## config.mk

```make
export PLATFORM = sky130hd
export DESIGN_NAME = timer_pool_task_queue_unit
export DESIGN_NICKNAME = d
export VERILOG_FILES = /design/src/tpq_pkg.sv /design/src/tpq_ring.sv /design/src/tpq_timer_bank.sv /design/src/timer_pool_task_queue_unit.sv
export SDC_FILE = /design/constraint.sdc
export NUM_CORES = 1
export LEC_CHECK = 0
export BUFFER_PORTS_ARGS = -buffer_cell sky130_fd_sc_hd__clkbuf_2
export CORE_MARGIN = 3
export CORE_UTILIZATION = 50
export CTS_CLUSTER_DIAMETER = 30
export DETAILED_ROUTE_END_ITERATION = 10
export PLACE_DENSITY = 0.68
export SYNTH_ARGS = -nofsm -noshare
export SYNTH_HDL_FRONTEND = slang
export SYNTH_SLANG_ARGS = --single-unit
```

## constraint.sdc

```tcl
create_clock -name clk -period 5.1 [get_ports clk]
set_clock_uncertainty 0.15 [all_clocks]
set_input_delay 1.02 -clock clk [delete_from_list [all_inputs] [get_ports clk]]
set_output_delay 1.02 -clock clk [all_outputs]
set_load 0.01 [all_outputs]
```

## src/tpq_pkg.sv

```systemverilog
// ---------------------------------------------------------------------------
// tpq_pkg: shared types and constants for the timer pool / task queue
// Command and response payloads, operation codes and slot view types.
// ---------------------------------------------------------------------------
`default_nettype none

package tpq_pkg;

  localparam int QUEUE_DEPTH_DEF = 8;
  localparam int TIMER_SLOTS_DEF = 8;

  localparam logic [7:0] EMPTY_ID = 8'hFF;

  typedef enum logic [2:0] {
    OP_POST      = 3'd0,
    OP_TAKE      = 3'd1,
    OP_SET       = 3'd2,
    OP_STOP_RUN  = 3'd3,
    OP_GET       = 3'd4,
    OP_CLEAR     = 3'd5,
    OP_TICK      = 3'd6,
    OP_CLEAR_ALL = 3'd7
  } op_t;

  typedef struct packed {
    op_t         op;
    logic [7:0]  task_id;
    logic [15:0] time_value;
    logic        stop_flag;
  } cmd_t;

  typedef struct packed {
    logic        task_valid;
    logic [7:0]  task_out;
    logic [15:0] time_out;
    logic        accepted;
    logic [4:0]  queued_count;
    logic [5:0]  timer_count;
    logic [31:0] tick_count;
  } rsp_t;

  // write request into one timer slot
  typedef struct packed {
    logic        en;
    logic [7:0]  owner;
    logic [15:0] remaining;
    logic        stopped;
  } slot_wr_t;

  // one slot as seen by the sequencer, with the shared compare/decrement
  typedef struct packed {
    logic [7:0]  owner;
    logic [15:0] remaining;
    logic        stopped;
    logic        match;
    logic        is_free;
    logic [15:0] dec;
    logic        expire;
  } slot_view_t;

endpackage

`default_nettype wire

```

## src/tpq_ring.sv

```systemverilog
// ---------------------------------------------------------------------------
// tpq_ring: ring of ready task IDs
// One push at the tail or one pop at the head per cycle; pushes into a
// full ring are dropped.
// ---------------------------------------------------------------------------
`default_nettype none

module tpq_ring
  import tpq_pkg::*;
#(
  parameter int Depth = QUEUE_DEPTH_DEF
) (
  input  wire logic                         clk,
  input  wire logic                         rst,
  input  wire logic                         clear,
  input  wire logic                         push,
  input  wire logic [7:0]                   push_id,
  input  wire logic                         pop,
  output logic      [7:0]                   head_id,
  output logic      [$clog2(Depth+1)-1:0]   count
);

  localparam int PW = $clog2(Depth);
  localparam int CW = $clog2(Depth + 1);

  logic [7:0]    slots [Depth];
  logic [PW-1:0] head;
  logic [PW-1:0] tail;
  logic          full;
  logic          do_push;
  logic          do_pop;

  assign full    = (count == CW'(Depth));
  assign do_push = push && !full;
  assign do_pop  = pop && (count != '0);
  assign head_id = slots[head];

  always_ff @(posedge clk) begin
    if (rst || clear) begin
      head  <= '0;
      tail  <= '0;
      count <= '0;
    end else if (do_push) begin
      tail  <= (tail == PW'(Depth - 1)) ? '0 : tail + 1'b1;
      count <= count + 1'b1;
    end else if (do_pop) begin
      head  <= (head == PW'(Depth - 1)) ? '0 : head + 1'b1;
      count <= count - 1'b1;
    end
  end

  always_ff @(posedge clk) begin
    if (do_push && !clear) begin
      slots[tail] <= push_id;
    end
  end

endmodule

`default_nettype wire

```

## src/tpq_timer_bank.sv

```systemverilog
// ---------------------------------------------------------------------------
// tpq_timer_bank: pool of one-shot countdown timers
// Holds owner, remaining time and stop flag per slot; presents one slot at
// a time through the shared owner compare and decrement.
// ---------------------------------------------------------------------------
`default_nettype none

module tpq_timer_bank
  import tpq_pkg::*;
#(
  parameter int Slots = TIMER_SLOTS_DEF,
  localparam int IW   = (Slots > 1) ? $clog2(Slots) : 1
) (
  input  wire logic          clk,
  input  wire logic          rst,
  input  wire logic          clear,
  input  wire logic [IW-1:0] rd_idx,
  input  wire logic [7:0]    task_id,
  input  wire logic [IW-1:0] wr_idx,
  input  wire slot_wr_t      wr,
  output slot_view_t         view
);

  logic [7:0]  owner     [Slots];
  logic [15:0] remaining [Slots];
  logic        stopped   [Slots];

  always_ff @(posedge clk) begin
    if (rst || clear) begin
      for (int i = 0; i < Slots; i++) begin
        owner[i]     <= EMPTY_ID;
        remaining[i] <= '0;
        stopped[i]   <= 1'b1;
      end
    end else if (wr.en) begin
      owner[wr_idx]     <= wr.owner;
      remaining[wr_idx] <= wr.remaining;
      stopped[wr_idx]   <= wr.stopped;
    end
  end

  always_comb begin
    view.owner     = owner[rd_idx];
    view.remaining = remaining[rd_idx];
    view.stopped   = stopped[rd_idx];
    view.is_free   = (view.owner == EMPTY_ID);
    // the empty mark never matches a slot
    view.match     = (view.owner == task_id) && !view.is_free;
    view.dec       = view.remaining - 16'd1;
    view.expire    = !view.is_free && !view.stopped && (view.remaining == 16'd1);
  end

endmodule

`default_nettype wire

```

## src/timer_pool_task_queue_unit.sv

```systemverilog
// ---------------------------------------------------------------------------
// timer_pool_task_queue_unit: task ready ring with a pool of one-shot timers
// Sequencer that walks the timer slots through one shared compare/decrement.
// ---------------------------------------------------------------------------
// Usage:
//   Drive request and raise start; the command transfers at a clock edge
//   with start high and busy low. busy stays high until the result is out.
//   The result appears on response for exactly one cycle with done high;
//   the receiver takes it in that cycle and cannot hold it off.
// Steps from the transfer edge to the done cycle:
//   post, take, clear all, and set with the empty task ID: the S_SHORT state.
//   set, stop/run, get, clear timer: the walk over the timer slots, one slot
//   per cycle, stops at the owner's slot or after the last slot.
//   tick: the walk always visits every slot.
//   A new command can transfer in the cycle after done.
// Reset (synchronous, active high) empties the ring, frees every timer and
//   zeroes the tick counter; the block is idle the cycle after.
// Expired timers post their task IDs in slot order during the tick walk.
// ---------------------------------------------------------------------------
`default_nettype none

module timer_pool_task_queue_unit
  import tpq_pkg::*;
#(
  parameter int QueueDepth = QUEUE_DEPTH_DEF,
  parameter int TimerSlots = TIMER_SLOTS_DEF
) (
  input  wire logic clk,
  input  wire logic rst,
  input  wire logic start,
  input  wire cmd_t request,
  output logic      busy,
  output logic      done,
  output rsp_t      response
);

  localparam int IW = (TimerSlots > 1) ? $clog2(TimerSlots) : 1;
  localparam int QC = $clog2(QueueDepth + 1);
  localparam int UW = $clog2(TimerSlots + 1);

  typedef enum logic [3:0] {
    S_IDLE  = 4'b0001,
    S_SHORT = 4'b0010,
    S_WALK  = 4'b0100,
    S_DONE  = 4'b1000
  } state_t;

  state_t        state;
  state_t        state_next;
  cmd_t          cmd;
  logic [IW-1:0] idx;
  logic [IW-1:0] free_idx;
  logic          have_free;
  logic [UW-1:0] used;
  logic [31:0]   ticks;

  logic          task_valid;
  logic [7:0]    task_out;
  logic [15:0]   time_out;
  logic          accepted;

  logic          ring_clear;
  logic          ring_push;
  logic [7:0]    ring_push_id;
  logic          ring_pop;
  logic [7:0]    ring_head;
  logic [QC-1:0] ring_count;

  slot_wr_t      wr;
  logic [IW-1:0] wr_idx;
  slot_view_t    cur;

  logic          last;
  logic          finish;
  logic          used_inc;
  logic          used_dec;
  logic          set_acc;
  logic          set_time;
  logic          take_ok;
  logic          post_ok;

  tpq_ring #(
    .Depth (QueueDepth)
  ) u_ring (
    .clk     (clk),
    .rst     (rst),
    .clear   (ring_clear),
    .push    (ring_push),
    .push_id (ring_push_id),
    .pop     (ring_pop),
    .head_id (ring_head),
    .count   (ring_count)
  );

  tpq_timer_bank #(
    .Slots (TimerSlots)
  ) u_bank (
    .clk     (clk),
    .rst     (rst),
    .clear   (ring_clear),
    .rd_idx  (idx),
    .task_id (cmd.task_id),
    .wr_idx  (wr_idx),
    .wr      (wr),
    .view    (cur)
  );

  assign last    = (idx == IW'(TimerSlots - 1));
  assign post_ok = (cmd.task_id != EMPTY_ID) && (ring_count != QC'(QueueDepth));
  assign take_ok = (ring_count != '0);

  // one step of the sequencer: short commands and one slot of a walk
  always_comb begin
    ring_clear   = 1'b0;
    ring_push    = 1'b0;
    ring_push_id = cmd.task_id;
    ring_pop     = 1'b0;
    wr           = '0;
    wr_idx       = idx;
    finish       = 1'b0;
    used_inc     = 1'b0;
    used_dec     = 1'b0;
    set_acc      = 1'b0;
    set_time     = 1'b0;

    if (state == S_SHORT) begin
      unique case (cmd.op)
        OP_POST:      ring_push  = post_ok;
        OP_TAKE:      ring_pop   = take_ok;
        OP_CLEAR_ALL: ring_clear = 1'b1;
        default:      ;
      endcase
    end else if (state == S_WALK) begin
      unique case (cmd.op)
        OP_SET: begin
          if (cur.match) begin
            set_acc = 1'b1;
            finish  = 1'b1;
            wr.en   = 1'b1;
            if (cmd.time_value == '0) begin
              wr.owner     = EMPTY_ID;
              wr.remaining = '0;
              wr.stopped   = 1'b1;
              used_dec     = 1'b1;
            end else begin
              wr.owner     = cur.owner;
              wr.remaining = cmd.time_value;
              wr.stopped   = 1'b0;
            end
          end else if (last) begin
            finish = 1'b1;
            if (have_free || cur.is_free) begin
              // claim the first free slot seen during the walk
              set_acc      = 1'b1;
              used_inc     = 1'b1;
              wr.en        = 1'b1;
              wr_idx       = have_free ? free_idx : idx;
              wr.owner     = cmd.task_id;
              wr.remaining = cmd.time_value;
              wr.stopped   = 1'b0;
            end
          end
        end
        OP_STOP_RUN, OP_GET, OP_CLEAR: begin
          if (cur.match) begin
            set_acc  = 1'b1;
            set_time = (cmd.op == OP_GET);
            finish   = 1'b1;
            if (cmd.op == OP_STOP_RUN) begin
              wr.en        = 1'b1;
              wr.owner     = cur.owner;
              wr.remaining = cur.remaining;
              wr.stopped   = cmd.stop_flag;
            end else if (cmd.op == OP_CLEAR) begin
              wr.en        = 1'b1;
              wr.owner     = EMPTY_ID;
              wr.remaining = '0;
              wr.stopped   = 1'b1;
              used_dec     = 1'b1;
            end
          end else if (last) begin
            finish = 1'b1;
          end
        end
        OP_TICK: begin
          finish = last;
          if (!cur.is_free && !cur.stopped) begin
            wr.en = 1'b1;
            if (cur.expire) begin
              // post the owner and free the slot even if the post drops
              ring_push    = 1'b1;
              ring_push_id = cur.owner;
              wr.owner     = EMPTY_ID;
              wr.remaining = '0;
              wr.stopped   = 1'b1;
              used_dec     = 1'b1;
            end else begin
              wr.owner     = cur.owner;
              wr.remaining = cur.dec;
              wr.stopped   = 1'b0;
            end
          end
        end
        default: finish = 1'b1;
      endcase
    end
  end

  always_comb begin
    state_next = state;
    unique case (state)
      S_IDLE: begin
        if (start) begin
          unique case (request.op)
            OP_POST, OP_TAKE, OP_CLEAR_ALL: state_next = S_SHORT;
            OP_SET: state_next = (request.task_id == EMPTY_ID) ? S_SHORT : S_WALK;
            default: state_next = S_WALK;
          endcase
        end
      end
      S_SHORT: state_next = S_DONE;
      S_WALK:  state_next = finish ? S_DONE : S_WALK;
      S_DONE:  state_next = S_IDLE;
      default: state_next = S_IDLE;
    endcase
  end

  always_ff @(posedge clk) begin
    if (rst) begin
      state <= S_IDLE;
      used  <= '0;
      ticks <= '0;
    end else begin
      state <= state_next;
      if (ring_clear) begin
        used <= '0;
      end else if (used_inc) begin
        used <= used + 1'b1;
      end else if (used_dec && used != '0) begin
        used <= used - 1'b1;
      end
      if (state == S_WALK && cmd.op == OP_TICK && finish) begin
        ticks <= ticks + 32'd1;
      end
    end
  end

  // command hold, walk index and result fields
  always_ff @(posedge clk) begin
    if (state == S_IDLE && start) begin
      cmd        <= request;
      idx        <= '0;
      have_free  <= 1'b0;
      free_idx   <= '0;
      task_valid <= 1'b0;
      task_out   <= EMPTY_ID;
      time_out   <= '0;
      accepted   <= 1'b0;
    end else if (state == S_SHORT) begin
      if (cmd.op == OP_POST) begin
        accepted <= post_ok;
      end else if (cmd.op == OP_TAKE && take_ok) begin
        task_valid <= 1'b1;
        task_out   <= ring_head;
      end
    end else if (state == S_WALK) begin
      if (!last) begin
        idx <= idx + 1'b1;
      end
      if (cur.is_free && !have_free) begin
        have_free <= 1'b1;
        free_idx  <= idx;
      end
      if (set_acc) begin
        accepted <= 1'b1;
      end
      if (set_time) begin
        time_out <= cur.remaining;
      end
    end
  end

  assign busy = (state != S_IDLE);
  assign done = (state == S_DONE);

  always_comb begin
    response.task_valid   = task_valid;
    response.task_out     = task_out;
    response.time_out     = time_out;
    response.accepted     = accepted;
    response.queued_count = 5'(ring_count);
    response.timer_count  = 6'(used);
    response.tick_count   = ticks;
  end

endmodule

`default_nettype wire
```

==> results.json <==
{
  "initial_core_util": 0.5131,
  "synth_area_per_cell_sq_um": 12.69,
  "h-tree-depth": 3,
  "wirelength_um": 43720,
  "max_stage_delay_ns": 0.85,
  "place_area_sq_mm": 0.01860,
  "synth_most_common_cell": "edfxtp_1",
  "setup_tns_ns": 0,
  "synthesis.area_sq_mm": 0.01738,
  "drtIter0Drc": 1057,
  "ys.flop_type": "edfxtp_1",
  "synth_edf_count": 284,
  "dp_cells": 1915,
  "synthAdderAreaFrac": 0.01166,
  "synth-xor-area-share": 0.01915,
  "finalMaxSlewViolations": 0,
  "p_leak_nw": 7.247,
  "io_pins": 102,
  "path_clk_slew_ns": 0.05,
  "drive_above_1_share": 0.2598,
  "utilization": 0.6280,
  "min_period_ns": 4.825,
  "drc": 0,
  "grt_pass1_vias": 11910,
  "setup_violations": 0,
  "grt_max_degree": 55,
  "timing.final.ws_setup_ns": 0.2753,
  "cts_buffers": 73,
  "routedWlPerCell_um": 21.34,
  "drv_cap": 0,
  "syn_inst": 1369,
  "critical_path.top_delay_family": "compound AO/OA/AOI/OAI gates",
  "critPathKind": "flop to flop",
  "cts-root-buf": "clkbuf_16",
  "rsz0062_at_grt": "no",
  "hpwl_um": 28520,
  "insertedDiodeCount": 0,
  "rows": 67,
  "grt_pass1_wl_um": 67950,
  "final_cells": 2049,
  "synth_top_area_frac": 0.4908,
  "clockBufferDepth": 3,
  "critPathMaxFanout": 29,
  "fill_cells": 2567,
  "cp.required_ns": 5.37,
  "clock.fmax_ghz": 0.2073,
  "crit_path_top_delay_cell": "dfxtp_2",
  "status": "complete, no violations",
  "hold_buffers": 0,
  "avgViaCountPerCell": 5.850,
  "ir_drop_mv": 0.2598,
  "num_vias": 11990,
  "core_region_area_sq_mm": 0.03387,
  "muxShareOfSynthArea": 0.1202,
  "grt_use_total": 0.2403,
  "whs_ns": 0.2946,
  "die-area_sq_mm": 0.03703,
  "finalInstanceArea_sq_mm": 0.02127,
  "gr-total-overflow": 0,
  "final_hold_viol_count": 0,
  "synth_common_cells": "284 x edfxtp_1, 231 x nor2_1, 148 x nand2_1",
  "portBuffers": 98,
  "cts_tree": "built",
  "cp.arrival_ns": 5.10,
  "async_flop_share": 0,
  "relSlewSlack": 0.2561,
  "die_w_um": 192.4,
  "ys_types": 84,
  "numClockSinks": 378,
  "synth_seq_cells": 378,
  "total_power_mw": 8.866,
  "fin_nets": 1588,
  "ant_nets": 0,
  "antenna_found_initial": 0,
  "crit_buf_inv": 1,
  "clkLatencyLatePin_ns": 0.59,
  "powerDensity_mw_per_mm2": 416.9,
  "synth-simple-area-share": 0.1507,
  "min_period_over_period": 0.9460,
  "die_h_um": 192.4,
  "crit_chain": "buf_4 > mux4_2 > mux2i_1 > o21ai_1 > nor4_1 > nand4_2 > a21bo_1 > ha_1 > a21o_1 > a21oi_1 > nor2_1 > a211oi_1 > nor3_1",
  "gp_congestion": 0.8814,
  "hold_path.class": "flop to flop",
  "ys_seq_area_frac": 0.5991,
  "ys_warn_count": 0,
  "worst_pin_slew_ns": 1.114,
  "dr.pass1.iters": 6,
  "yosysTopAreaCell": "edfxtp_1",
  "areaGrowthSynthToFinish_pct": 22.39,
  "critPathCaptureType": "flop",
  "synthTopCellsByArea": "edfxtp_1 49%, dfxtp_1 11%, mux4_2 7.3%",
  "start_kind": "flop",
  "synth-compound-area-share": 0.07013,
  "dpl_worst_slack_ns": 0.3389,
  "synth_top_family_by_area": "simple AND/OR/NAND/NOR gates"
}
[state kept, by name, indices dropped and copies added, names as in the netlist, 4 cells and up, named ones only]
register,cells
u_bank.remaining,128
u_bank.owner,64
u_ring.slots,64
ticks,32
cmd,28
time_out,16
task_out,8
u_bank.stopped,8
state,4
u_ring.count,4
used,4
[worst reg2reg max path: cells and delay by family (launching register included)]
kind / cells / cell delay, ns
AOI/OAI and AO/OA: 5 / 1.46
adders and majority gates: 1 / 0.38
buffers and inverters: 1 / 0.37
DFF: 1 / 0.85
muxes: 2 / 0.59
and+or+nand+nor: 4 / 0.86
[layout make-up]
class                           count  area, sq um  area share
Clock inverter                     44        645.6     0.03036
Clock buffer                       90         2016     0.09478
Sequential cell                   378        10410      0.4896
Inverter                           15        56.30    0.002647
Tap cell                          448        560.5     0.02636
Multi-Input combinational cell    904         6507      0.3060
Timing Repair Buffer              170         1069     0.05024
[cell families after synthesis]
family | after synthesis
AND/OR/NAND/NOR | 547
flip-flops | 378
AO/OA/AOI/OAI | 167
adder cells (fa/ha/maj) | 15
XOR/XNOR | 38
buffers and inverters | 89
multiplexers | 134
other | 1
[placed cells by master, fill, tap and decap left out, types with 7 or more instances in the layout]
| master | n |
|---|---|
| edfxtp_1 | 284 |
| nor2_1 | 231 |
| nand2_1 | 148 |
| clkbuf_2 | 98 |
| dfxtp_1 | 91 |
| clkbuf_16 | 77 |
| buf_4 | 69 |
| mux2i_1 | 67 |
| mux4_2 | 56 |
| nand3_1 | 29 |
| o21ai_0 | 27 |
| a21oi_1 | 27 |
| nor3_1 | 25 |
| xor2_1 | 25 |
| nand4_1 | 20 |
| a211oi_1 | 19 |
| a22oi_1 | 16 |
| inv_1 | 14 |
| o211ai_1 | 14 |
| xnor2_1 | 13 |
| ha_1 | 13 |
| bufinv_16 | 13 |
| a21o_1 | 11 |
| nor4_1 | 11 |
| nor3_2 | 9 |
| nand3_4 | 9 |
| clkbuf_1 | 9 |
| mux2_2 | 8 |
| nor3b_1 | 8 |
| clkinv_4 | 8 |
| nand2b_1 | 7 |
| o21ai_1 | 7 |
| and3_1 | 7 |
[path summary, 6_finish.rpt]
path         startpoint         endpoint  slack, ns  cells past startpoint
max reg2reg        flop  u_ring.count[3]       0.28                     13
min reg2reg  task_valid       task_valid       0.29                      2
max                flop  u_ring.count[3]       0.28                     13
min          task_valid       task_valid       0.29                      2
[routing by layer]
metal / global-route usage / up-vias / routed length [um] / share of wire
li1: - / 5483 / - / -
met4: 0.08518 / 0 / 1153 / 0.026
met1: 0.3245 / 5909 / 17950 / 0.41
met3: 0.04796 / 88 / 3555 / 0.081
met2: 0.3896 / 506 / 21050 / 0.48
met5: 0 / - / 0 / 0
[power by group]
| part | switching [mW] | total, mW | internal, mW |
|---|---|---|---|
| sequential | 0.0494 | 3.43 | 3.38 |
| clock | 1.62 | 5.11 | 3.49 |
| combinational | 0.216 | 0.325 | 0.109 |
[what timing repair did]
item | in CTS | in global routing
resized for setup | 0 | 1
buffers inserted | 0 | 0
endpoints found under the hold margin | 0 | 0
setup endpoints to repair | 0 | 3
Power figures use the tool's default switching activity.
